$ cat src/rtl/tfn_pkg.sv
// ----------------------------------------------------------------------------
// tfn_pkg
// Shared widths, constants and types of the triangle face normal core.
// ----------------------------------------------------------------------------
package tfn_pkg;

    localparam int COORD_W = 16;
    localparam int DIFF_W  = COORD_W + 1;
    localparam int PROD_W  = 2 * DIFF_W;
    localparam int CROSS_W = PROD_W + 1;
    localparam int MAG_W   = PROD_W;
    localparam int POS_W   = 6;
    localparam int SCL_W   = 24;
    localparam int SQ_W    = 2 * SCL_W;
    localparam int SUM_W   = SQ_W + 2;
    localparam int ROOT_W  = SUM_W / 2;
    localparam int REM_W   = ROOT_W + 2;
    localparam int FRAC_W  = 14;
    localparam int Q_W     = FRAC_W + 1;
    localparam int NUM_W   = ROOT_W + FRAC_W + 1;
    localparam int OUT_W   = 16;
    localparam int LANES   = 3;

    // scaled magnitudes end with their top bit here
    localparam int SCL_TOP = SCL_W - 1;

    localparam logic [Q_W-1:0]    Q_ONE     = Q_W'(1 << FRAC_W);
    localparam logic [ROOT_W-1:0] ROOT_MIN  = ROOT_W'(1 << SCL_TOP);

    typedef struct packed {
        logic             valid;
        logic             zero;
        logic [LANES-1:0] neg;
    } ctl_t;

endpackage

$ cat src/rtl/tfn_div.sv
// ----------------------------------------------------------------------------
// tfn_div
// One lane of the pipelined restoring divider, one quotient bit per stage,
// giving the rounded Q1.14 ratio of a magnitude to the vector length.
// ----------------------------------------------------------------------------
module tfn_div
    import tfn_pkg::*;
(
    input  logic              clk,
    input  logic              rst_n,
    input  ctl_t              in_ctl,
    input  logic [SCL_W-1:0]  m,
    input  logic [ROOT_W-1:0] len,
    output ctl_t              out_ctl,
    output logic [Q_W-1:0]    q
);

    ctl_t              ctl0_reg;
    logic [NUM_W-1:0]  num0_reg;
    logic [NUM_W-1:0]  num0_next;
    logic [ROOT_W-1:0] den0_reg;

    ctl_t              ctl_reg [Q_W];
    logic [NUM_W-1:0]  rem_reg [Q_W];
    logic [ROOT_W-1:0] den_reg [Q_W];
    logic [Q_W-1:0]    q_reg   [Q_W];

    // rounding to nearest: add half the divisor
    always_comb
    begin
        num0_next = NUM_W'({m, FRAC_W'(0)}) + NUM_W'(len >> 1);
    end

    always_ff @(posedge clk or negedge rst_n)
    begin
        if (!rst_n)
        begin
            ctl0_reg <= '0;
        end
        else
        begin
            ctl0_reg <= in_ctl;
        end
    end

    always_ff @(posedge clk)
    begin
        num0_reg <= num0_next;
        den0_reg <= len;
    end

    for (genvar k = 0; k < Q_W; k++)
    begin : g_step
        ctl_t              ctl_in;
        logic [NUM_W-1:0]  rem_in;
        logic [ROOT_W-1:0] den_in;
        logic [Q_W-1:0]    q_in;
        logic [NUM_W-1:0]  sub;
        logic [NUM_W-1:0]  rem_next;
        logic [Q_W-1:0]    q_next;

        if (k == 0)
        begin : g_first
            assign ctl_in = ctl0_reg;
            assign rem_in = num0_reg;
            assign den_in = den0_reg;
            assign q_in   = '0;
        end
        else
        begin : g_next
            assign ctl_in = ctl_reg[k-1];
            assign rem_in = rem_reg[k-1];
            assign den_in = den_reg[k-1];
            assign q_in   = q_reg[k-1];
        end

        always_comb
        begin
            sub      = NUM_W'(den_in) << (Q_W - 1 - k);
            rem_next = rem_in;
            q_next   = q_in;
            if (rem_in >= sub)
            begin
                rem_next            = rem_in - sub;
                q_next[Q_W - 1 - k] = 1'b1;
            end
        end

        always_ff @(posedge clk or negedge rst_n)
        begin
            if (!rst_n)
            begin
                ctl_reg[k] <= '0;
            end
            else
            begin
                ctl_reg[k] <= ctl_in;
            end
        end

        always_ff @(posedge clk)
        begin
            rem_reg[k] <= rem_next;
            den_reg[k] <= den_in;
            q_reg[k]   <= q_next;
        end
    end

    assign out_ctl = ctl_reg[Q_W-1];
    assign q       = q_reg[Q_W-1];

endmodule

$ cat config.mk
export PLATFORM = sky130hd
export DESIGN_NAME = tfn_div
export DESIGN_NICKNAME = d
export VERILOG_FILES = /design/src/rtl/tfn_pkg.sv /design/src/rtl/tfn_div.sv
export SDC_FILE = /design/constraint.sdc
export NUM_CORES = 2
export LEC_CHECK = 0
export ABC_CLOCK_PERIOD_IN_PS = 8500
export BUFFER_PORTS_ARGS = -buffer_cell sky130_fd_sc_hd__buf_2
export CAP_MARGIN = 10
export CORE_AREA = 3 3 273 302
export DETAILED_ROUTE_END_ITERATION = 16
export DIE_AREA = 0 0 276 305
export PLACE_DENSITY = 0.8
export SYNTH_ARGS = -nofsm -noshare
export SYNTH_HDL_FRONTEND = slang
export SYNTH_SLANG_ARGS = --single-unit
$ cat constraint.sdc
create_clock -name clk -period 8.5 [get_ports clk]
set_input_delay 1.275 -clock clk [delete_from_list [all_inputs] [get_ports clk]]
set_output_delay 1.275 -clock clk [all_outputs]
set_load 0.01 [all_outputs]
Yosys cells after proc, flatten, opt, wreduce, memory -nomap -nowiden --
Memory sizes are Yosys's and may differ from the RTL's. Cells that the tools add are included.
Cells by class: order comparisons 15, multiplexer cells 30, add/subtract/negate cells 16
Operator list (number):
- 2-to-1 mux 40 bit | 15
- greater-or-equal comparator 40 x 25 -> 1 bit | 1
- greater-or-equal comparator 40 x 26 -> 1 bit | 1
- greater-or-equal comparator 40 x 27 -> 1 bit | 1
- greater-or-equal comparator 40 x 28 -> 1 bit | 1
- greater-or-equal comparator 40 x 29 -> 1 bit | 1
- greater-or-equal comparator 40 x 30 -> 1 bit | 1
- greater-or-equal comparator 40 x 31 -> 1 bit | 1
- greater-or-equal comparator 40 x 32 -> 1 bit | 1
- greater-or-equal comparator 40 x 33 -> 1 bit | 1
- greater-or-equal comparator 40 x 34 -> 1 bit | 1
- greater-or-equal comparator 40 x 35 -> 1 bit | 1
- greater-or-equal comparator 40 x 36 -> 1 bit | 1
- greater-or-equal comparator 40 x 37 -> 1 bit | 1
- greater-or-equal comparator 40 x 38 -> 1 bit | 1
- subtractor 39 x 39 -> 40 bit | 1
- subtractor 40 x 25 -> 40 bit | 1
- subtractor 40 x 26 -> 40 bit | 1
- subtractor 40 x 27 -> 40 bit | 1
- subtractor 40 x 28 -> 40 bit | 1
- subtractor 40 x 29 -> 40 bit | 1
- subtractor 40 x 30 -> 40 bit | 1
- subtractor 40 x 31 -> 40 bit | 1
- subtractor 40 x 32 -> 40 bit | 1
- other kinds (9) | 23
Storage, ports and cells: memories kept 3, memory bits (writable) 1200, register bits 144, input port bits 56, word-level logic and storage cells 114
Memories:
- rem_reg | words 15, bits a word 40, read ports 14, clocked after memory_dff 0, wr ports 15, RTL line tfn_div.sv:24 | logic [NUM_W-1:0] rem_reg [Q_W];
- den_reg | words 15, bits a word 25, read ports 14, clocked after memory_dff 0, wr ports 15, RTL line tfn_div.sv:25 | logic [ROOT_W-1:0] den_reg [Q_W];
- q_reg | words 15, bits a word 15, read ports 15, clocked after memory_dff 0, wr ports 15, RTL line tfn_div.sv:26 | logic [Q_W-1:0] q_reg [Q_W];

Longest topological paths before layout --
An unclocked memory read counts as a cell.
depth after elaboration 3, gate-level depth with buffers 14, mapped depth without buffers 13

Least setup slack after synthesis --
Ideal clock, no wire load.
kind input to register, start point input m[0], end point register num0_reg[36] (netlist: g_step[0].rem_in[36]), arrival 3.535 ns, setup time 0.072 ns, stages 11, path slack 4.893 ns, path buffers 0, cell sequence ha_1 > fa_1 > a21o_1 > a21oi_1 > o21bai_1 > a2111oi_0 > nor3_1 > a41o_1 > and3_1 > nand4_1 > xnor2_1
Between the ends: longest elaborated chain between the ends 1
Ends and longest elaborated chain:
- start, declared | RTL line tfn_div.sv:12 | input logic [SCL_W-1:0] m,
- adder 38 x 24 -> 39 bit | RTL line tfn_div.sv:31 | num0_next = NUM_W'({m, FRAC_W'(0)}) + NUM_W'(len >> 1);
- via num0_next[36] | RTL line tfn_div.sv:20 | logic [NUM_W-1:0] num0_next;
- end signal, assigned | RTL line tfn_div.sv:48 | num0_reg <= num0_next;
- end, declared | RTL line tfn_div.sv:19 | logic [NUM_W-1:0] num0_reg;
The timed path passes the listed nets, and every way through them passes these cells.

==> qor.yml <==
layout:
  utilization_pct: 66.0
  largest_reg_flops: 476
  drive_above_1_share_pct: 7.47
  area_growth_pct: 10.5
  layout_common_cells: "975 x dfxtp_1, 464 x inv_1, 426 x nand2_1"
  fill_cells: 6338
  layout.nets: 5670
  num_antenna_cells: 0
  layout_commonest_cell: "dfxtp_1"
timing:
  finalHoldViolCount: 0
  timing.fmax_mhz: 247
  rsz0062_at_grt: "false"
  fin_skew_ns: 0.0309
  setup_tns_ns: 0
  fin_crit_sh_pct: 47.6
  slew_violations: 0
  slew-limit-headroom_pct: 18.1
  setup_viol: 0
  fin_ws_ns: 4.45
  tightest_slew_ns: 1.20
  period_needed_ns: 4.05
cts:
  cts_root_buf: "clkbuf_16"
  cts_sinks: 1055
  hold_buffers: 0
  cts_buffers: 103
  htree_levels: 3
  insertion_delay_ns: 0.68
  cts_tree: "done"
  clkSlewWorstSetupHoldPaths_ns: 0.06
  postCtsSetupRepairBufs: 0
  cts_buffer_depth: 3
  cts-resized-gates: 0
yosys:
  syn_nets: 5586
  mappedNetlistArea_mm2: 0.0477
  ys_warn_count: 0
  async_reset_ff_share_pct: 7.58
  synth-seq-area-share_pct: 45.1
  synthCells: 5130
  synth_xor_area_share_pct: 7.30
  synth_cell_types: 90
  synth_edf_count: 0
  muxShareOfSynthArea_pct: 1.89
  synth_seq_cells: 1055
  synth_area_per_cell_um2: 9.31
  synth-compound-area-share_pct: 17.0
  synth_top_flop_cell: "dfxtp_1"
  synth_top_family_by_area: "compound AO/OA/AOI/OAI gates"
  synthAdderAreaFrac_pct: 10.7
  synth-simple-area-share_pct: 13.3
setup_path:
  critical_path_class: "reg2reg"
  startpoint_type: "flop"
  worst-r2r-setup-slack_ns: 4.45
  critPathMaxFanout: 42
  arrival_ns: 4.62
  critPathRequiredTime_ns: 9.07
  cp-end-kind: "flop"
global_route:
  grt_usage_pct: 24.6
  grt_max_degree: 81
  grt_pass1_wl_um: 171000
  grt_pass1_vias: 37000
  grt_overflow: 0
  antenna_found_initial: 1
drt:
  drcViolationCount: 0
  drt_pre_antenna_iters: 5
  via_per_inst: 5.68
  antenna_left: 0
  routed_wl_um: 106000
  drtIter0Drc: 1704
  wire_per_inst_um: 16.6
  vias: 36100
die:
  initial_core_util_pct: 59.7
  io_pins: 76
  fp.dieW_um: 276
  core_area_mm2: 0.0799
  num_rows: 109
  dieArea_mm2: 0.0842
  die_h_um: 305
hold_path:
  hp-class: "reg2reg"
power:
  leakagePower_uw: 0.0235
  p_per_area_mw_per_mm2: 390
  ir_drop_v: 0.000221
placement:
  place_hpwl_um: 81400
  place_ws_ns: 4.43
  portBuffers: 75
  gp_congestion: 0.971
status:
  status: "complete, no violations"
flow_run:
  maxCapViolations: 0
[path summary, 6_finish.rpt]
path,from,endpoint,depth (start not counted)
min in group asynchronous,rst_n,ctl_reg[28]$_DFF_PN0_,2
min reg2reg,q_reg[1][73]$_DFF_P_,q_reg[1][88]$_DFF_P_,0
min,q_reg[1][73]$_DFF_P_,q_reg[1][88]$_DFF_P_,0
max,den_reg[0][182]$_DFF_P_,rem_reg[1][19]$_DFF_P_,13
max in group asynchronous,rst_n,ctl_reg[72]$_DFF_PN0_,2
max reg2reg,den_reg[0][182]$_DFF_P_,rem_reg[1][19]$_DFF_P_,13
[report_power, final]
group | leakage [µW] | total [µW] | internal, µW | switching, µW
sequential | 0.00913 | 7160 | 6360 | 801
combinational | 0.0126 | 8670 | 3770 | 4900
clock | 0.00177 | 4730 | 2840 | 1890
total | 0.0235 | 20600 | 13000 | 7600
[layout make-up]
class / count / area [µm²] / area share (%)
timing repair buffer: 93 / 510 / 0.968
sequential: 1055 / 21500 / 40.8
inverter: 465 / 1750 / 3.31
clock inverter: 48 / 643 / 1.22
clock buffer: 145 / 2970 / 5.63
multi-input combinational: 3496 / 24000 / 45.6
tap: 1054 / 1320 / 2.50
[logic make-up (layout without fill, tap and decap cells)]
group,Yosys count,count (layout)
multiplexers,81,81
flip-flops,1055,1055
adder cells (fa/ha/maj),400,400
AO/OA/AOI/OAI,1309,1309
XOR/XNOR,398,398
buffers and inverters,579,751
AND/OR/NAND/NOR,1308,1308
[metrics by stage]
step           power [µW]  cell area (µm²)  instances  hold slack (ns)
2_1_floorplan       13800            47700       5130            0.310
3_3_place_gp        15500            49100       6163            0.310
3_5_place_dp        15700            49100       6163            0.312
4_1_cts             20600            52800       6356            0.325
5_1_grt             22000            52800       6356            0.325
6_report            20600            52800       6356            0.314
[routing by layer]
metal  track usage (%)  wire [µm]
met1              21.3      36000
met3              3.36       3480
met2              50.0      57900
met5                 0          0
met4              18.1       8190
[cell usage after synthesis, drive strengths merged (71+ instances only)]
cell type  count  area [µm²]
dfxtp        975       19500
inv          465        1750
nand2        426        1600
o21ai        398        1990
ha           385        4820
a21oi        371        1860
nor2         312        1170
xnor2        204        1790
xor2         194        1700
a21o         133         998
nor3         104         536
dfrtp         80        2000
mux2          75         845
clkbuf        73         274
nand3         71         355
nand4         71         444
[worst max-delay path: stages (launching register included)]
cell      delay, ns
dfxtp_1        0.32
inv_1          0.08
ha_1           0.17
inv_1          0.05
fa_1           0.42
inv_1          0.08
o21bai_1       0.09
o41ai_1        0.55
o21ai_0        0.45
a21oi_1        0.43
o21a_1         0.16
buf_4          0.36
inv_1          0.37
mux2_2         0.37
Note: power is estimated with default switching activity, not from simulation.
