$ cat src/rtl/tfn_pkg.sv
// ----------------------------------------------------------------------------
// tfn_pkg
// Shared widths, constants and types of the triangle face normal core.
// ----------------------------------------------------------------------------
package tfn_pkg;

    localparam int COORD_W = 16;
    localparam int DIFF_W  = COORD_W + 1;
    localparam int PROD_W  = 2 * DIFF_W;
    localparam int CROSS_W = PROD_W + 1;
    localparam int MAG_W   = PROD_W;
    localparam int POS_W   = 6;
    localparam int SCL_W   = 24;
    localparam int SQ_W    = 2 * SCL_W;
    localparam int SUM_W   = SQ_W + 2;
    localparam int ROOT_W  = SUM_W / 2;
    localparam int REM_W   = ROOT_W + 2;
    localparam int FRAC_W  = 14;
    localparam int Q_W     = FRAC_W + 1;
    localparam int NUM_W   = ROOT_W + FRAC_W + 1;
    localparam int OUT_W   = 16;
    localparam int LANES   = 3;

    // scaled magnitudes end with their top bit here
    localparam int SCL_TOP = SCL_W - 1;

    localparam logic [Q_W-1:0]    Q_ONE     = Q_W'(1 << FRAC_W);
    localparam logic [ROOT_W-1:0] ROOT_MIN  = ROOT_W'(1 << SCL_TOP);

    typedef struct packed {
        logic             valid;
        logic             zero;
        logic [LANES-1:0] neg;
    } ctl_t;

endpackage

$ cat src/rtl/tfn_sqrt.sv
// ----------------------------------------------------------------------------
// tfn_sqrt
// Pipelined integer square root, one root bit per register stage.
// ----------------------------------------------------------------------------
module tfn_sqrt
    import tfn_pkg::*;
(
    input  logic              clk,
    input  logic              rst_n,
    input  ctl_t              in_ctl,
    input  logic [SUM_W-1:0]  rad,
    input  logic [SCL_W-1:0]  in_mag [LANES],
    output ctl_t              out_ctl,
    output logic [ROOT_W-1:0] root,
    output logic [SCL_W-1:0]  out_mag [LANES]
);

    ctl_t              ctl_reg  [ROOT_W];
    logic [REM_W-1:0]  rem_reg  [ROOT_W];
    logic [ROOT_W-1:0] root_reg [ROOT_W];
    logic [SUM_W-1:0]  rad_reg  [ROOT_W];
    logic [SCL_W-1:0]  mag_reg  [ROOT_W][LANES];

    for (genvar k = 0; k < ROOT_W; k++)
    begin : g_step
        ctl_t              ctl_in;
        logic [REM_W-1:0]  rem_in;
        logic [ROOT_W-1:0] root_in;
        logic [SUM_W-1:0]  rad_in;
        logic [SCL_W-1:0]  mag_in [LANES];
        logic [REM_W+1:0]  cur;
        logic [REM_W+1:0]  trial;
        logic [REM_W-1:0]  rem_next;
        logic [ROOT_W-1:0] root_next;

        if (k == 0)
        begin : g_first
            assign ctl_in  = in_ctl;
            assign rem_in  = '0;
            assign root_in = '0;
            assign rad_in  = rad;
            assign mag_in  = in_mag;
        end
        else
        begin : g_next
            assign ctl_in  = ctl_reg[k-1];
            assign rem_in  = rem_reg[k-1];
            assign root_in = root_reg[k-1];
            assign rad_in  = rad_reg[k-1];
            assign mag_in  = mag_reg[k-1];
        end

        always_comb
        begin
            cur   = {rem_in, rad_in[SUM_W-1-2*k -: 2]};
            trial = (REM_W+2)'({root_in, 2'b01});
            if (cur >= trial)
            begin
                rem_next  = REM_W'(cur - trial);
                root_next = {root_in[ROOT_W-2:0], 1'b1};
            end
            else
            begin
                rem_next  = REM_W'(cur);
                root_next = {root_in[ROOT_W-2:0], 1'b0};
            end
        end

        always_ff @(posedge clk or negedge rst_n)
        begin
            if (!rst_n)
            begin
                ctl_reg[k] <= '0;
            end
            else
            begin
                ctl_reg[k] <= ctl_in;
            end
        end

        always_ff @(posedge clk)
        begin
            rem_reg[k]  <= rem_next;
            root_reg[k] <= root_next;
            rad_reg[k]  <= rad_in;
            mag_reg[k]  <= mag_in;
        end
    end

    assign out_ctl = ctl_reg[ROOT_W-1];
    assign root    = root_reg[ROOT_W-1];
    assign out_mag = mag_reg[ROOT_W-1];

    // a normalized vector has length at least the scaled top bit
    a_root_floor: assert property (@(posedge clk) disable iff (!rst_n)
        out_ctl.valid && !out_ctl.zero |-> root >= ROOT_MIN)
        else $error("square root below normalized range");

endmodule

$ cat config.mk
export PLATFORM = sky130hd
export DESIGN_NAME = tfn_sqrt
export DESIGN_NICKNAME = d
export VERILOG_FILES = /design/src/rtl/tfn_pkg.sv /design/src/rtl/tfn_sqrt.sv
export SDC_FILE = /design/constraint.sdc
export NUM_CORES = 2
export LEC_CHECK = 0
export BUFFER_PORTS_ARGS = -buffer_cell sky130_fd_sc_hd__buf_2
export CORE_MARGIN = 5
export CORE_UTILIZATION = 55
export CTS_CLUSTER_SIZE = 14
export DETAILED_ROUTE_END_ITERATION = 7
export GPL_TIMING_DRIVEN = 1
export PLACE_DENSITY = 0.71
export SKIP_CTS_REPAIR_TIMING = 1
export SLEW_MARGIN = 20
export SYNTH_ARGS = -nofsm -noshare
export SYNTH_HDL_FRONTEND = slang
export SYNTH_MEMORY_MAX_BITS = 65536
export SYNTH_SLANG_ARGS = --single-unit
$ cat constraint.sdc
create_clock -name clk -period 3.7 [get_ports clk]
set_input_delay 0.74 -clock clk [delete_from_list [all_inputs] [get_ports clk]]
set_output_delay 0.74 -clock clk [all_outputs]
set_load 0.01 [all_outputs]
==> After elaboration in Yosys (flattened, before gate mapping) <==
Memories as Yosys holds them, arrays and structs flattened.
Index checks and enable logic that the tools add are counted.
{ "word_totals": {"register_bits": 125, "inputBits": 129, "output_inout_bits": 102, "word_cells": 179, "mem_count": 4, "ram_bits": 4350} }
{ "mem_list": {"columns": ["memory", "words", "width", "read_ports", "rd_ports_with_merged_regs", "write_ports", "line", "source"], "rows": [
  ["mag_reg", 25, 72, 25, 0, 25, "tfn_sqrt.sv:22", "logic [SCL_W-1:0] mag_reg [ROOT_W][LANES];"],
  ["rad_reg", 25, 50, 24, 0, 25, "tfn_sqrt.sv:21", "logic [SUM_W-1:0] rad_reg [ROOT_W];"],
  ["rem_reg", 25, 27, 24, 0, 25, "tfn_sqrt.sv:19", "logic [REM_W-1:0] rem_reg [ROOT_W];"],
  ["root_reg", 25, 25, 25, 0, 25, "tfn_sqrt.sv:20", "logic [ROOT_W-1:0] root_reg [ROOT_W];"]
]} }
{ "classes": {"addsub": 25, "magnitude_cmp": 25, "mux": 50} }
{ "ops": {"columns": ["cell", "count"], "rows": [
  ["greater-or-equal comparator 29 x 27 -> 1 bit", 24],
  ["2-to-1 mux 27 bit", 25],
  ["subtractor 27 bit", 24],
  ["2-to-1 mux 1 bit", 25],
  ["subtractor 2 x 1 -> 3 bit (second input constant)", 1],
  ["greater-or-equal comparator 2 x 1 -> 1 bit (second input constant)", 1]
]} }

==> Longest topological paths before layout <==
An unclocked memory read counts as a cell.
{ "logic_depth": {"ltp_word": 3, "ltp_mapped": 14, "ltp_nobuf": 12} }

==> Worst setup path after synthesis <==
Ideal clock, no wire load.
{ "synth_timing": {"kind": "register -> register", "from": "memory root_reg[2][9] in the netlist's numbering", "to": "memory rem_reg[2][43] in the netlist's numbering", "setup_slack_ns": 0.709, "setup_ns": 0.087, "period_less_slack_ns": 2.991, "required_ns": 3.613, "t_arrival_ns": 2.904, "path_stages_with_launch": 14, "path_buffers": 2, "path_cell_list": "dfxtp_1 > inv_1 > ha_1 > and3_1 > a221oi_1 > o21ai_0 > a221oi_1 > o21ai_0 > nand3_1 > and2_1 > buf_2 > buf_1 > nand2_1 > o31ai_1"} }
{ "synth_lines": {"columns": ["item", "line"], "rows": [
  ["start, declared", "tfn_sqrt.sv:20"],
  ["end, declared", "tfn_sqrt.sv:19"]
]} }

==> impl_metrics.csv <==
group,metric,value,unit
layout,final_common_cell,"dfxtp_1",
worst_setup_path,crit_path_max_incr_delay,0.43,ns
clock_tree,worst_setup_hold_path_clk_slew,0.06,ns
placement,portBuffers,230,
worst_setup_path,endpoint_kind,"flip-flop",
global_routing,grt_max_degree,72,
floorplanning,floorplan.die.width,425.0,um
layout,flow.area_growth_from_synthesis,16.56,%
synth,synthDistinctLibCells,89,
worst_setup_path,worst_ep_required_time,4.53,ns
drt,wl_per_cell,15.46,um
synth,synth-warning-count,0,
timing,post-route-worst-setup-slack,0.2262,ns
timing,max_freq,287.9,MHz
pwr,power.static_leakage,49.75,nW
clock_tree,clk-insertion-delay-late,0.93,ns
clock_tree,tritoncts_num_sinks,3461,
pwr,total_power,82.41,mW
synth,syn-cell-area,94740,um2
global_routing,first_pass_grt_wire_length,259400,um
placement,pre_cts_ws,0.2207,ns
timing,final_min_period_over_clock_period,0.9389,
synth,number_of_synthesized_register_bits,3461,
drt,firstDrtPassIters,6,
worst_setup_path,timing.setup.critical_path_class,"flip-flop to flip-flop",
synth,edff_count_synth,0,
timing,layout_min_cycle_time,3.474,ns
floorplanning,initial_core_util,0.5523,
timing,setup_viol,0,
clock_tree,cts-htree-levels,5,
floorplanning,placeableCoreArea,171500,um2
clock_tree,root_buffer,"clkbuf_16",
floorplanning,fp.dieH,425.0,um
synth,synth_nets,7860,
global_routing,grt_remaining_overflow,0,
placement,detailed_place_hpwl,103500,um
drt,vias_per_inst,4.829,
synth,synthesis.area_per_instance,12.84,um2
worst_setup_path,crit_fanout,41,
drt,ant_nets,0,
global_routing,number_of_global_route_vias_before_repair,51290,
clock_tree,max-clock-path-buffers,4,
timing,fin_tns_setup,0,ns
timing,tightest_slew,1.024,ns
clock_tree,cts_tree,"yes",
drt,detailed_route_iter0_violations,2658,
drt,drt-total-wl,162700,um
floorplanning,floorplan.die_area,180700,um2
global_routing,grt_use_total,0.1755,
layout,layout.filler_cells,12530,
worst_setup_path,critical_path_arrival,4.31,ns
synth,synth-seq-area-share,0.7379,
layout,fin_nets,8493,
layout,most-common-layout-cells,"3336 x dfxtp_1, 442 x inv_1, 386 x nand2_1, 352 x ha_1, 340 x nor2_1",
job,cap_violations,0,
clock_tree,cts_inserted_buffers,335,
layout,layout-drive-gt1-share,0.1010,
timing,finalMaxSlewViolations,0,
worst_setup_path,cp_cell_sequence,"inv_1 > ha_1 > or3_1 > a2bb2oi_1 > a21oi_1 > o21ai_1 > a221o_1 > o31a_1 > a31oi_2 > buf_12 > mux2i_1",
placement,dpl-instance-area,98770,um2
outcome,run_status,"finished, final reports clean",
synth,ys_dominant_reg_cell,"dfxtp_1",
timing,hold_violations,0,
timing,rsz0062_at_grt,"false",
layout,finish.instance_area,110400,um2
hold_path,hold_path_class,"input port to flip-flop",
worst_setup_path,timing.critical_path.from_type,"flip-flop",
synth,async_reset_ff_frac,0.03612,
pwr,pwr_density_cell,746.2,nW/um2
floorplanning,floorplan_row_count,152,
timing,fin_worst_skew,0.06979,ns
drt,vias,50840,
placement,globalplace.congestion,0.8781,
synth,synth_top_cell_area_share,0.7049,
synth,synth_top_cell_by_area,"dfxtp_1",
worst_setup_path,worst_path_max_delay_cell,"a31oi_2",
synth,netlist_top_cells_area,"dfxtp_1 70%, ha_1 4.6%, dfrtp_1 3.3%, xor2_1 2.4%, xnor2_1 2.1%",
floorplanning,number_of_primary_i_o_pins,231,
drt,remaining_drc_errors,0,
synth,netlist_instances,7379,
timing,worst_hold_slack,0.07269,ns
timing,worst_slew_margin_rel,0.2997,
pwr,power.ir.vdd_worst,554.9,uV
layout,largest_register_ffs,1800,
global_routing,antenna_found_initial,3,
## cells in the mapped netlist, drive strengths merged, types with 12 or more instances
cell type  instances
nor4b             12
or3               57
xnor2            229
a211o             12
nor2             340
dfrtp            125
a21oi            312
clkbuf            76
o21ai            313
nand3             77
a211oi            24
nand2            387
o211ai            17
and3              26
a21o             110
o21bai            23
or4               38
dfxtp           3336
o31ai             34
nor2b             49
ha               352
xor2             259
o21a              65
nand4             65
or2               30
nor4              76
a31o              12
nand2b            77
inv              443
a31oi             35
nor3             146
buf               23
a21boi            14
mux2              35
and2              17
## cell families (layout without fill, tap and decap cells)
family / Yosys count / after routing / synth area share
flops: 3461 / 3461 / 0.7379
simple gates: 1439 / 1439 / 0.07529
compound gates: 1050 / 1050 / 0.06793
buf+inv: 542 / 1381 / 0.02188
xor+xnor: 488 / 488 / 0.04511
fa+ha+maj: 352 / 352 / 0.04649
mux: 46 / 46 / 0.005322
other cells: 1 / 2 / 0.00003958
## power breakdown
part | switching [mW] | internal, mW
sequential | 2.38 | 41.1
combinational | 3.65 | 3.15
clock | 13.1 | 19.0
## per-layer routing
layer  vias up  track usage  wire [um]
met5         -            0          0
met4         0      0.06285       4615
met3       307      0.03806       7589
met2      1018       0.3022      81170
met1     23770       0.2181      69350
li1      25750            -          -
## worst max-delay path: cells and delay by family, from the launching register on
kind	cells	cell delay [ns]
compound gates	6	1.97
flops	1	0.32
buf+inv	2	0.31
simple gates	1	0.37
mux	1	0.19
fa+ha+maj	1	0.21
## worst paths after layout
path                             startpoint         endpoint  slack [ns]  depth (start not counted)
max                        root_reg[2][102]  rem_reg[2][136]        0.23                         11
min                                 rad[49]   root_reg[0][0]        0.07                          2
max reg2reg                root_reg[2][102]  rem_reg[2][136]        0.23                         11
min reg2reg                  rad_reg[2][64]  rad_reg[2][114]        0.28                          0
max in group asynchronous             rst_n     ctl_reg[113]        2.38                          3
min in group asynchronous             rst_n       out_ctl[0]        0.49                          2
## per-stage QoR
stage,utilization,cells
finish,0.6437,10530
CTS,0.6362,10400
detailed placement,0.5758,9858
global placement,0.5758,9858
global route,0.6437,10530
floorplan,-,7379
## layout make-up
| type | instances | area (um2) | share of cell area |
|---|---|---|---|
| Clock buffer | 476 | 9498 | 0.08601 |
| Timing Repair Buffer | 395 | 2785 | 0.02522 |
| Antenna cell | 1 | 2.502 | 0.00002266 |
| Multi-Input combinational cell | 3376 | 22810 | 0.2065 |
| Inverter | 443 | 1663 | 0.01506 |
| Sequential cell | 3461 | 69910 | 0.6331 |
| Clock inverter | 67 | 869.6 | 0.007875 |
| Tap cell | 2310 | 2890 | 0.02617 |
Power figures use the tool's default switching activity.
