`src/rtl/tfn_pkg.sv`:
```
// ----------------------------------------------------------------------------
// tfn_pkg
// Shared widths, constants and types of the triangle face normal core.
// ----------------------------------------------------------------------------
package tfn_pkg;

    localparam int COORD_W = 16;
    localparam int DIFF_W  = COORD_W + 1;
    localparam int PROD_W  = 2 * DIFF_W;
    localparam int CROSS_W = PROD_W + 1;
    localparam int MAG_W   = PROD_W;
    localparam int POS_W   = 6;
    localparam int SCL_W   = 24;
    localparam int SQ_W    = 2 * SCL_W;
    localparam int SUM_W   = SQ_W + 2;
    localparam int ROOT_W  = SUM_W / 2;
    localparam int REM_W   = ROOT_W + 2;
    localparam int FRAC_W  = 14;
    localparam int Q_W     = FRAC_W + 1;
    localparam int NUM_W   = ROOT_W + FRAC_W + 1;
    localparam int OUT_W   = 16;
    localparam int LANES   = 3;

    // scaled magnitudes end with their top bit here
    localparam int SCL_TOP = SCL_W - 1;

    localparam logic [Q_W-1:0]    Q_ONE     = Q_W'(1 << FRAC_W);
    localparam logic [ROOT_W-1:0] ROOT_MIN  = ROOT_W'(1 << SCL_TOP);

    typedef struct packed {
        logic             valid;
        logic             zero;
        logic [LANES-1:0] neg;
    } ctl_t;

endpackage

```
`src/rtl/tfn_norm.sv`:
```
// ----------------------------------------------------------------------------
// tfn_norm
// Magnitudes, leading-one search, scaling shift, squares and their sum.
// ----------------------------------------------------------------------------
module tfn_norm
    import tfn_pkg::*;
(
    input  logic                      clk,
    input  logic                      rst_n,
    input  logic                      in_valid,
    input  logic signed [CROSS_W-1:0] xprod [LANES],
    output ctl_t                      out_ctl,
    output logic [SUM_W-1:0]          sum,
    output logic [SCL_W-1:0]          mag [LANES]
);

    // magnitude stage
    logic [MAG_W-1:0]  m4_reg [LANES];
    logic [MAG_W-1:0]  m4_next [LANES];
    logic [MAG_W-1:0]  or4_reg;
    logic [MAG_W-1:0]  or4_next;
    logic [LANES-1:0]  neg4_reg;
    logic [LANES-1:0]  neg4_next;
    logic              vld4_reg;

    // leading-one stage
    logic [MAG_W-1:0]  m5_reg [LANES];
    logic [3:0]        rsh5_reg;
    logic [3:0]        rsh5_next;
    logic [4:0]        lsh5_reg;
    logic [4:0]        lsh5_next;
    logic              right5_reg;
    logic              right5_next;
    logic [POS_W-1:0]  pos5;
    ctl_t              ctl5_reg;
    ctl_t              ctl5_next;

    // shift stage
    logic [SCL_W-1:0]  m6_reg [LANES];
    logic [SCL_W-1:0]  m6_next [LANES];
    logic [MAG_W-1:0]  wide6 [LANES];
    ctl_t              ctl6_reg;

    // square stage
    logic [SCL_W-1:0]  m7_reg [LANES];
    logic [SQ_W-1:0]   sq7_reg [LANES];
    logic [SQ_W-1:0]   sq7_next [LANES];
    ctl_t              ctl7_reg;

    // sum stage
    logic [SCL_W-1:0]  m8_reg [LANES];
    logic [SUM_W-1:0]  sum8_reg;
    logic [SUM_W-1:0]  sum8_next;
    ctl_t              ctl8_reg;

    always_comb
    begin
        or4_next = '0;
        for (int i = 0; i < LANES; i++)
        begin
            neg4_next[i] = xprod[i][CROSS_W-1];
            m4_next[i]   = xprod[i][CROSS_W-1] ? MAG_W'(-xprod[i]) : MAG_W'(xprod[i]);
            or4_next     = or4_next | m4_next[i];
        end
    end

    // the top set bit of the or is the top set bit of the largest magnitude
    always_comb
    begin
        pos5 = '0;
        for (int i = 0; i < MAG_W; i++)
        begin
            if (or4_reg[i])
            begin
                pos5 = POS_W'(i);
            end
        end
        right5_next     = (pos5 >= POS_W'(SCL_TOP));
        rsh5_next       = 4'(pos5 - POS_W'(SCL_TOP));
        lsh5_next       = 5'(POS_W'(SCL_TOP) - pos5);
        ctl5_next.valid = vld4_reg;
        ctl5_next.zero  = (or4_reg == '0);
        ctl5_next.neg   = neg4_reg;
    end

    always_comb
    begin
        for (int i = 0; i < LANES; i++)
        begin
            wide6[i]   = right5_reg ? (m5_reg[i] >> rsh5_reg) : (m5_reg[i] << lsh5_reg);
            m6_next[i] = wide6[i][SCL_W-1:0];
        end
    end

    always_comb
    begin
        for (int i = 0; i < LANES; i++)
        begin
            sq7_next[i] = SQ_W'(m6_reg[i]) * SQ_W'(m6_reg[i]);
        end
    end

    always_comb
    begin
        sum8_next = SUM_W'(sq7_reg[0]) + SUM_W'(sq7_reg[1]) + SUM_W'(sq7_reg[2]);
    end

    always_ff @(posedge clk or negedge rst_n)
    begin
        if (!rst_n)
        begin
            vld4_reg <= 1'b0;
            ctl5_reg <= '0;
            ctl6_reg <= '0;
            ctl7_reg <= '0;
            ctl8_reg <= '0;
        end
        else
        begin
            vld4_reg <= in_valid;
            ctl5_reg <= ctl5_next;
            ctl6_reg <= ctl5_reg;
            ctl7_reg <= ctl6_reg;
            ctl8_reg <= ctl7_reg;
        end
    end

    always_ff @(posedge clk)
    begin
        m4_reg     <= m4_next;
        or4_reg    <= or4_next;
        neg4_reg   <= neg4_next;
        m5_reg     <= m4_reg;
        rsh5_reg   <= rsh5_next;
        lsh5_reg   <= lsh5_next;
        right5_reg <= right5_next;
        m6_reg     <= m6_next;
        m7_reg     <= m6_reg;
        sq7_reg    <= sq7_next;
        m8_reg     <= m7_reg;
        sum8_reg   <= sum8_next;
    end

    assign out_ctl = ctl8_reg;
    assign sum     = sum8_reg;
    assign mag     = m8_reg;

    // after scaling the largest magnitude has its top bit exactly at the top
    a_scaled_top: assert property (@(posedge clk) disable iff (!rst_n)
        ctl6_reg.valid && !ctl6_reg.zero |->
            ((m6_reg[0] | m6_reg[1] | m6_reg[2]) >> SCL_TOP) == SCL_W'(1))
        else $error("scaled magnitudes not normalized");

endmodule

```
`config.mk`:
```
export PLATFORM = sky130hd
export DESIGN_NAME = tfn_norm
export DESIGN_NICKNAME = d
export VERILOG_FILES = /design/src/rtl/tfn_pkg.sv /design/src/rtl/tfn_norm.sv
export SDC_FILE = /design/constraint.sdc
export NUM_CORES = 2
export LEC_CHECK = 0
export BUFFER_PORTS_ARGS = -buffer_cell sky130_fd_sc_hd__buf_2
export CAP_MARGIN = 25
export CORE_AREA = 2 2 412 414
export DETAILED_ROUTE_END_ITERATION = 16
export DIE_AREA = 0 0 414 416
export MAX_ROUTING_LAYER = met4
export PLACE_DENSITY = 0.66
export SLEW_MARGIN = 25
export SYNTH_ARGS = -nofsm -noshare
export SYNTH_HDL_FRONTEND = slang
export SYNTH_SLANG_ARGS = --single-unit
```
`constraint.sdc`:
```
create_clock -name clk -period 10.7 [get_ports clk]
set_input_delay 1.07 -clock clk [delete_from_list [all_inputs] [get_ports clk]]
set_output_delay 1.07 -clock clk [all_outputs]
set_load 0.02 [all_outputs]
```
== Word level (Yosys, flattened, before mapping) ==
Index checks and enable logic that the tools add are counted.
W data, S select, Z words.
Operators by class
  shift-type cells: 6
  order comparisons: 1
  reductions and logical operators: 1
  multiplexer cells: 39
  add/subtract/negate cells: 7
  bitwise logic cells: 2
  multiply operators: 3
Operators by type and width (count)
  $mux W6: 30
  $mul A24 B24 Y48: 3
  $mux W34: 3
  $neg A34 Y34: 3
  $shl A34 B5 Y24: 3
  $shr A34 B4 Y24: 3
  $mux W24: 3
  $or A34 B34 Y34: 2
  $add A49 B48 Y50: 1
  $add A48 B48 Y49: 1
  $logic_not A34 Y1: 1
  $ge A6 B5 Y1 const B: 1
  $sub A5 B5 Y5 const A: 1
  $mux W2: 2
  $sub A4 B3 Y4 const B: 1
  $mux W1: 1
Word-level totals
  input port bits: 108
  register bits: 682
  logic and storage cells: 96
  output and inout bits: 127

== Logic depth before layout (Yosys ltp) ==
  depth in word-level cells: 34
  mapped depth: 29
  gate-level depth less buffers: 28

== Least setup slack after synthesis ==
No wires, ideal clock.
  path kind: reg2reg
  start: reg m6_reg[68] (netlist bit)
  end: reg sq7_reg[141] (netlist bit)
  required time: 10.628 ns
  path slack: 3.197 ns
  cell stages (with the launch flop): 27
  period minus slack after synthesis: 7.503 ns
  buffers on the path: 2
  data arrival time: 7.430 ns
  setup time: 0.072 ns
  path through: dfxtp_1 > clkbuf_1 > clkbuf_1 > nand2_1 > fa_1 > inv_1 > fa_1 > fa_1 > inv_1 > fa_1 > inv_1 > fa_1 > inv_1 > fa_1 > inv_1 > fa_1 > ha_1 > a21o_1 > a21o_1 > a21o_1 > a211o_1 > nor4b_1 > nor3_1 > a2111oi_0 > a21oi_1 > a221oi_1 > xnor2_1
RTL lines
  start: declaration: line tfn_norm.sv:39  | logic [SCL_W-1:0] m6_reg [LANES];
  start signal: assignment: line tfn_norm.sv:137  | m6_reg <= m6_next;
  end signal: assignment: line tfn_norm.sv:139  | sq7_reg <= sq7_next;
  end: declaration: line tfn_norm.sv:46  | logic [SQ_W-1:0] sq7_reg [LANES];

==> summary.md <==
| Metric | Value |
|---|---|
| Core area | `roughly 170,000 sq um` |
| Vias in the first global route | `about 58,000` |
| Storage element area | `13,600 sq um` |
| Average size of a mapped cell | `roughly 9.7 sq um` |
| Reg-to-Reg Start | `m6_reg[57]` |
| Met3 routed WL | `roughly 12,000 um` |
| Detail Route met2 WL | `around 100,000 um` |
| First-pass GRT wire length | `around 330,000 um` |
| Final min period | `about 8.7 ns` |
| Met1 WL | `roughly 81,000 um` |
| YS warnings | `0` |
| Synth area leaders | `fa_1 (35%), dfxtp_1 (17%), ha_1 (9.6%), inv_1 (8.5%), and2_1 (3.6%)` |
| Dominant cell type by area after synthesis | `fa_1` |
| Crit path DAT | `a little over 9 ns` |
| CTS sink cnt | `~680` |
| Starting Density | `around 45%` |
| Root Driver | `clkbuf_16` |
| Final ANT Viol Nets | `0` |
| Worst r2r path cells | `22` |
| Max Freq | `around 110 MHz` |
| CP max FO | `21` |
| Hold WC Path Type | `primary input to asynchronous set/reset pin` |
| Full die area | `172,000 sq um` |
| CTS tree | `built` |
| Cts hold-fix bufs | `0` |
| Max reg flops | `~140` |
| Initial antenna violation count | `7` |
| Area of the multi-input gates | `around 54,000 sq um` |
| Hold Fails Final Rpt | `0` |
| IO Port Bufs | `234` |
| DR top layer | `met4` |
| Vias per cell | `5.25` |
| Max_slew headroom | `roughly 28%` |
| WS Path Type | `flip-flop to flip-flop` |
| DP Wirelength | `between 150,000 and 200,000 um` |
| Initial detailed-routing violation count | `approximately 3,200` |
| Skew final | `around 0.033 ns` |
| Flops & latches, synth | `slightly below 700` |
| Final TNS setup | `0 ns` |
| Commonest cells post-synth | `inv_1 (1,695), fa_1 (1,314), nand2_1 (700), dfxtp_1 (654), ha_1 (576)` |
| H-tree levels | `3` |
| Chip height | `416 um` |
| FF-to-FF setup slack | `approximately 2 ns` |
| Cell Rows | `151` |
| Chip Width | `~410 um` |
| Crit. End Element | `flip-flop` |
| Yosys top cell area share | `between 30% and 40%` |
| Post-synth EDFFs | `0` |
| Ys async rst share | `just over 3%` |
| Filler instances | `15,661` |
| Area Growth Syn to Fin | `8.19%` |
| Layout cells sized above 1 | `7.92%` |
| Post-cts resize count | `0` |
| Worst endpoint required time | `11.32 ns` |
| Sequential fraction of the synthesis area | `roughly 18%` |
| Nets | `about 10,000` |
| Clk pin slew, worst setup/hold paths | `0.06 ns` |
| Max Root-Sink Buffers | `3` |
| Critical register-to-register path endpoint | `sq7_reg[143]` |
| Mapped cell area | `~75,000 sq um` |
| Worst Max-Slew Pin Slew | `approximately 1.1 ns` |
| Post-CTS setup buffer count | `0` |
| Final WL | `207,000 um` |
| Post-Synthesis Cells | `a little under 8,000` |
| DRC Markers | `0` |
| Largest net degree at the start of global routing | `between 80 and 90` |
| GR Overflow Total | `0` |
| Cell variety after synth | `84` |
| Routed WL per cell | `20.4 um` |
| Clk Latency, worst-skew pair | `around 0.71 ns` |
| Gpl congestion | `about 0.97` |
| RSZ-0062 raised after global routing | `false` |
| Final setup viols | `0` |
| Outcome | `finished clean` |
| Via count of the routed design | `approximately 53,000` |
| Total I/O pin count | `between 200 and 250` |
| Synth Flop Type | `dfxtp_1` |
| CP startpoint kind | `flip-flop` |
| Gr usage total | `25.4%` |
| DR pass1 iterations | `6` |
| Final period util | `just over 80%` |
| Max Cap Viol | `0` |
| Count leader, synth | `inv_1` |
| Pins over their slew limit | `0` |
| CTS buffer count | `76` |
==> worst max-delay path by stage <==
stage	start	endpoint	slack, ns	cells after the start
6_report	m6_reg[57]	sq7_reg[143]	1.99	22
5_1_grt	m6_reg[57]	sq7_reg[141]	1.40	23
4_1_cts	m6_reg[59]	sq7_reg[141]	1.65	25
3_5_place_dp	m6_reg[59]	sq7_reg[143]	1.69	25
3_3_place_gp	m6_reg[50]	sq7_reg[143]	1.94	22
2_1_floorplan	m6_reg[68]	sq7_reg[141]	3.20	26
==> area by class of cell <==
cell class	instances	area share, %
clock buffers	95	2.62
clock inverters	47	0.639
multi-input cells	5125	66.5
repair buffers	312	2.16
flip-flops and latches	675	16.8
well taps	2218	3.41
inverters	1697	7.84
diodes	6	0.0185
==> placed cells by master, fill, tap and decap left out, types with 16 or more instances in the layout <==
cell / netlist / routed
inv_1: 1695 / 1694
fa_1: 1314 / 1314
nand2_1: 700 / 700
dfxtp_1: 654 / 635
ha_1: 576 / 576
and2_1: 428 / 428
a21oi_1: 261 / 261
nor2_1: 260 / 260
buf_2: 2 / 234
o21ai_0: 228 / 228
xnor2_1: 214 / 214
mux2i_1: 120 / 120
a21o_1: 106 / 106
xor2_1: 80 / 80
clkbuf_16: 0 / 79
buf_4: 2 / 78
mux4_2: 72 / 72
a211oi_1: 69 / 69
nor2b_1: 58 / 58
nand3_1: 51 / 51
or3_1: 51 / 51
mux2_2: 47 / 47
nand2b_1: 47 / 47
o22ai_1: 40 / 40
o21bai_1: 30 / 30
o21a_1: 28 / 28
o211ai_1: 25 / 25
nor3_1: 24 / 24
o31ai_1: 24 / 24
or2_2: 22 / 22
a31oi_1: 22 / 22
dfrtp_1: 21 / 21
a22o_1: 20 / 20
o41ai_1: 19 / 18
nand4_1: 17 / 17
and3_1: 16 / 16
dfxtp_2: 0 / 16
==> layer usage <==
| layer | global-route usage, % | up-vias |
|---|---|---|
| li1 | - | 24403 |
| met1 | 30.0 | 26856 |
| met2 | 42.7 | 1717 |
| met3 | 3.48 | 448 |
| met4 | 12.5 | 0 |
| met5 | - | - |
==> worst max-delay path: stages (launching register included) <==
cell       delay, ns
dfxtp_1         0.98
inv_1           0.41
nor2_1          0.37
fa_1            0.49
fa_1            0.48
fa_1            0.49
inv_1           0.05
fa_1            0.49
fa_1            0.46
fa_1            0.42
fa_1            0.51
inv_1           0.04
ha_1            0.39
a21o_1          0.22
a21o_1          0.17
a21oi_1         0.25
o22ai_1         0.22
nor4b_1         0.49
nor3_1          0.15
a2111oi_1       0.76
a21oi_1         0.24
a221oi_1        0.37
xnor2_1         0.17
==> logic make-up (layout without fill, tap and decap cells) <==
kind of cell	after synthesis	in the layout	synth area share, %
buf+inv	1984	2151	9.93
simple gates	1721	1721	11.1
fa+ha+maj	1890	1890	44.6
mux	239	239	4.46
flops	675	675	18.1
compound gates	978	978	8.32
xor+xnor	294	294	3.43
other cells	1	9	0.00499
==> per-stage QoR <==
step | cells | hold slack [ns] | setup slack, ns | util (%) | area (sq um)
5_1_grt | 10169 | 0.328 | 1.40 | 48.3 | 81300
3_3_place_gp | 10027 | 0.311 | 1.94 | 46.7 | 78600
2_1_floorplan | 7784 | 0.310 | 3.20 | - | 75100
6_report | 10175 | 0.311 | 1.99 | 48.3 | 81300
3_5_place_dp | 10027 | 0.312 | 1.69 | 46.7 | 78600
4_1_cts | 10169 | 0.283 | 1.65 | 48.3 | 81300
Power is not shown: default switching activity piles up to over one toggle a cycle in this logic, so the estimate is an artifact.
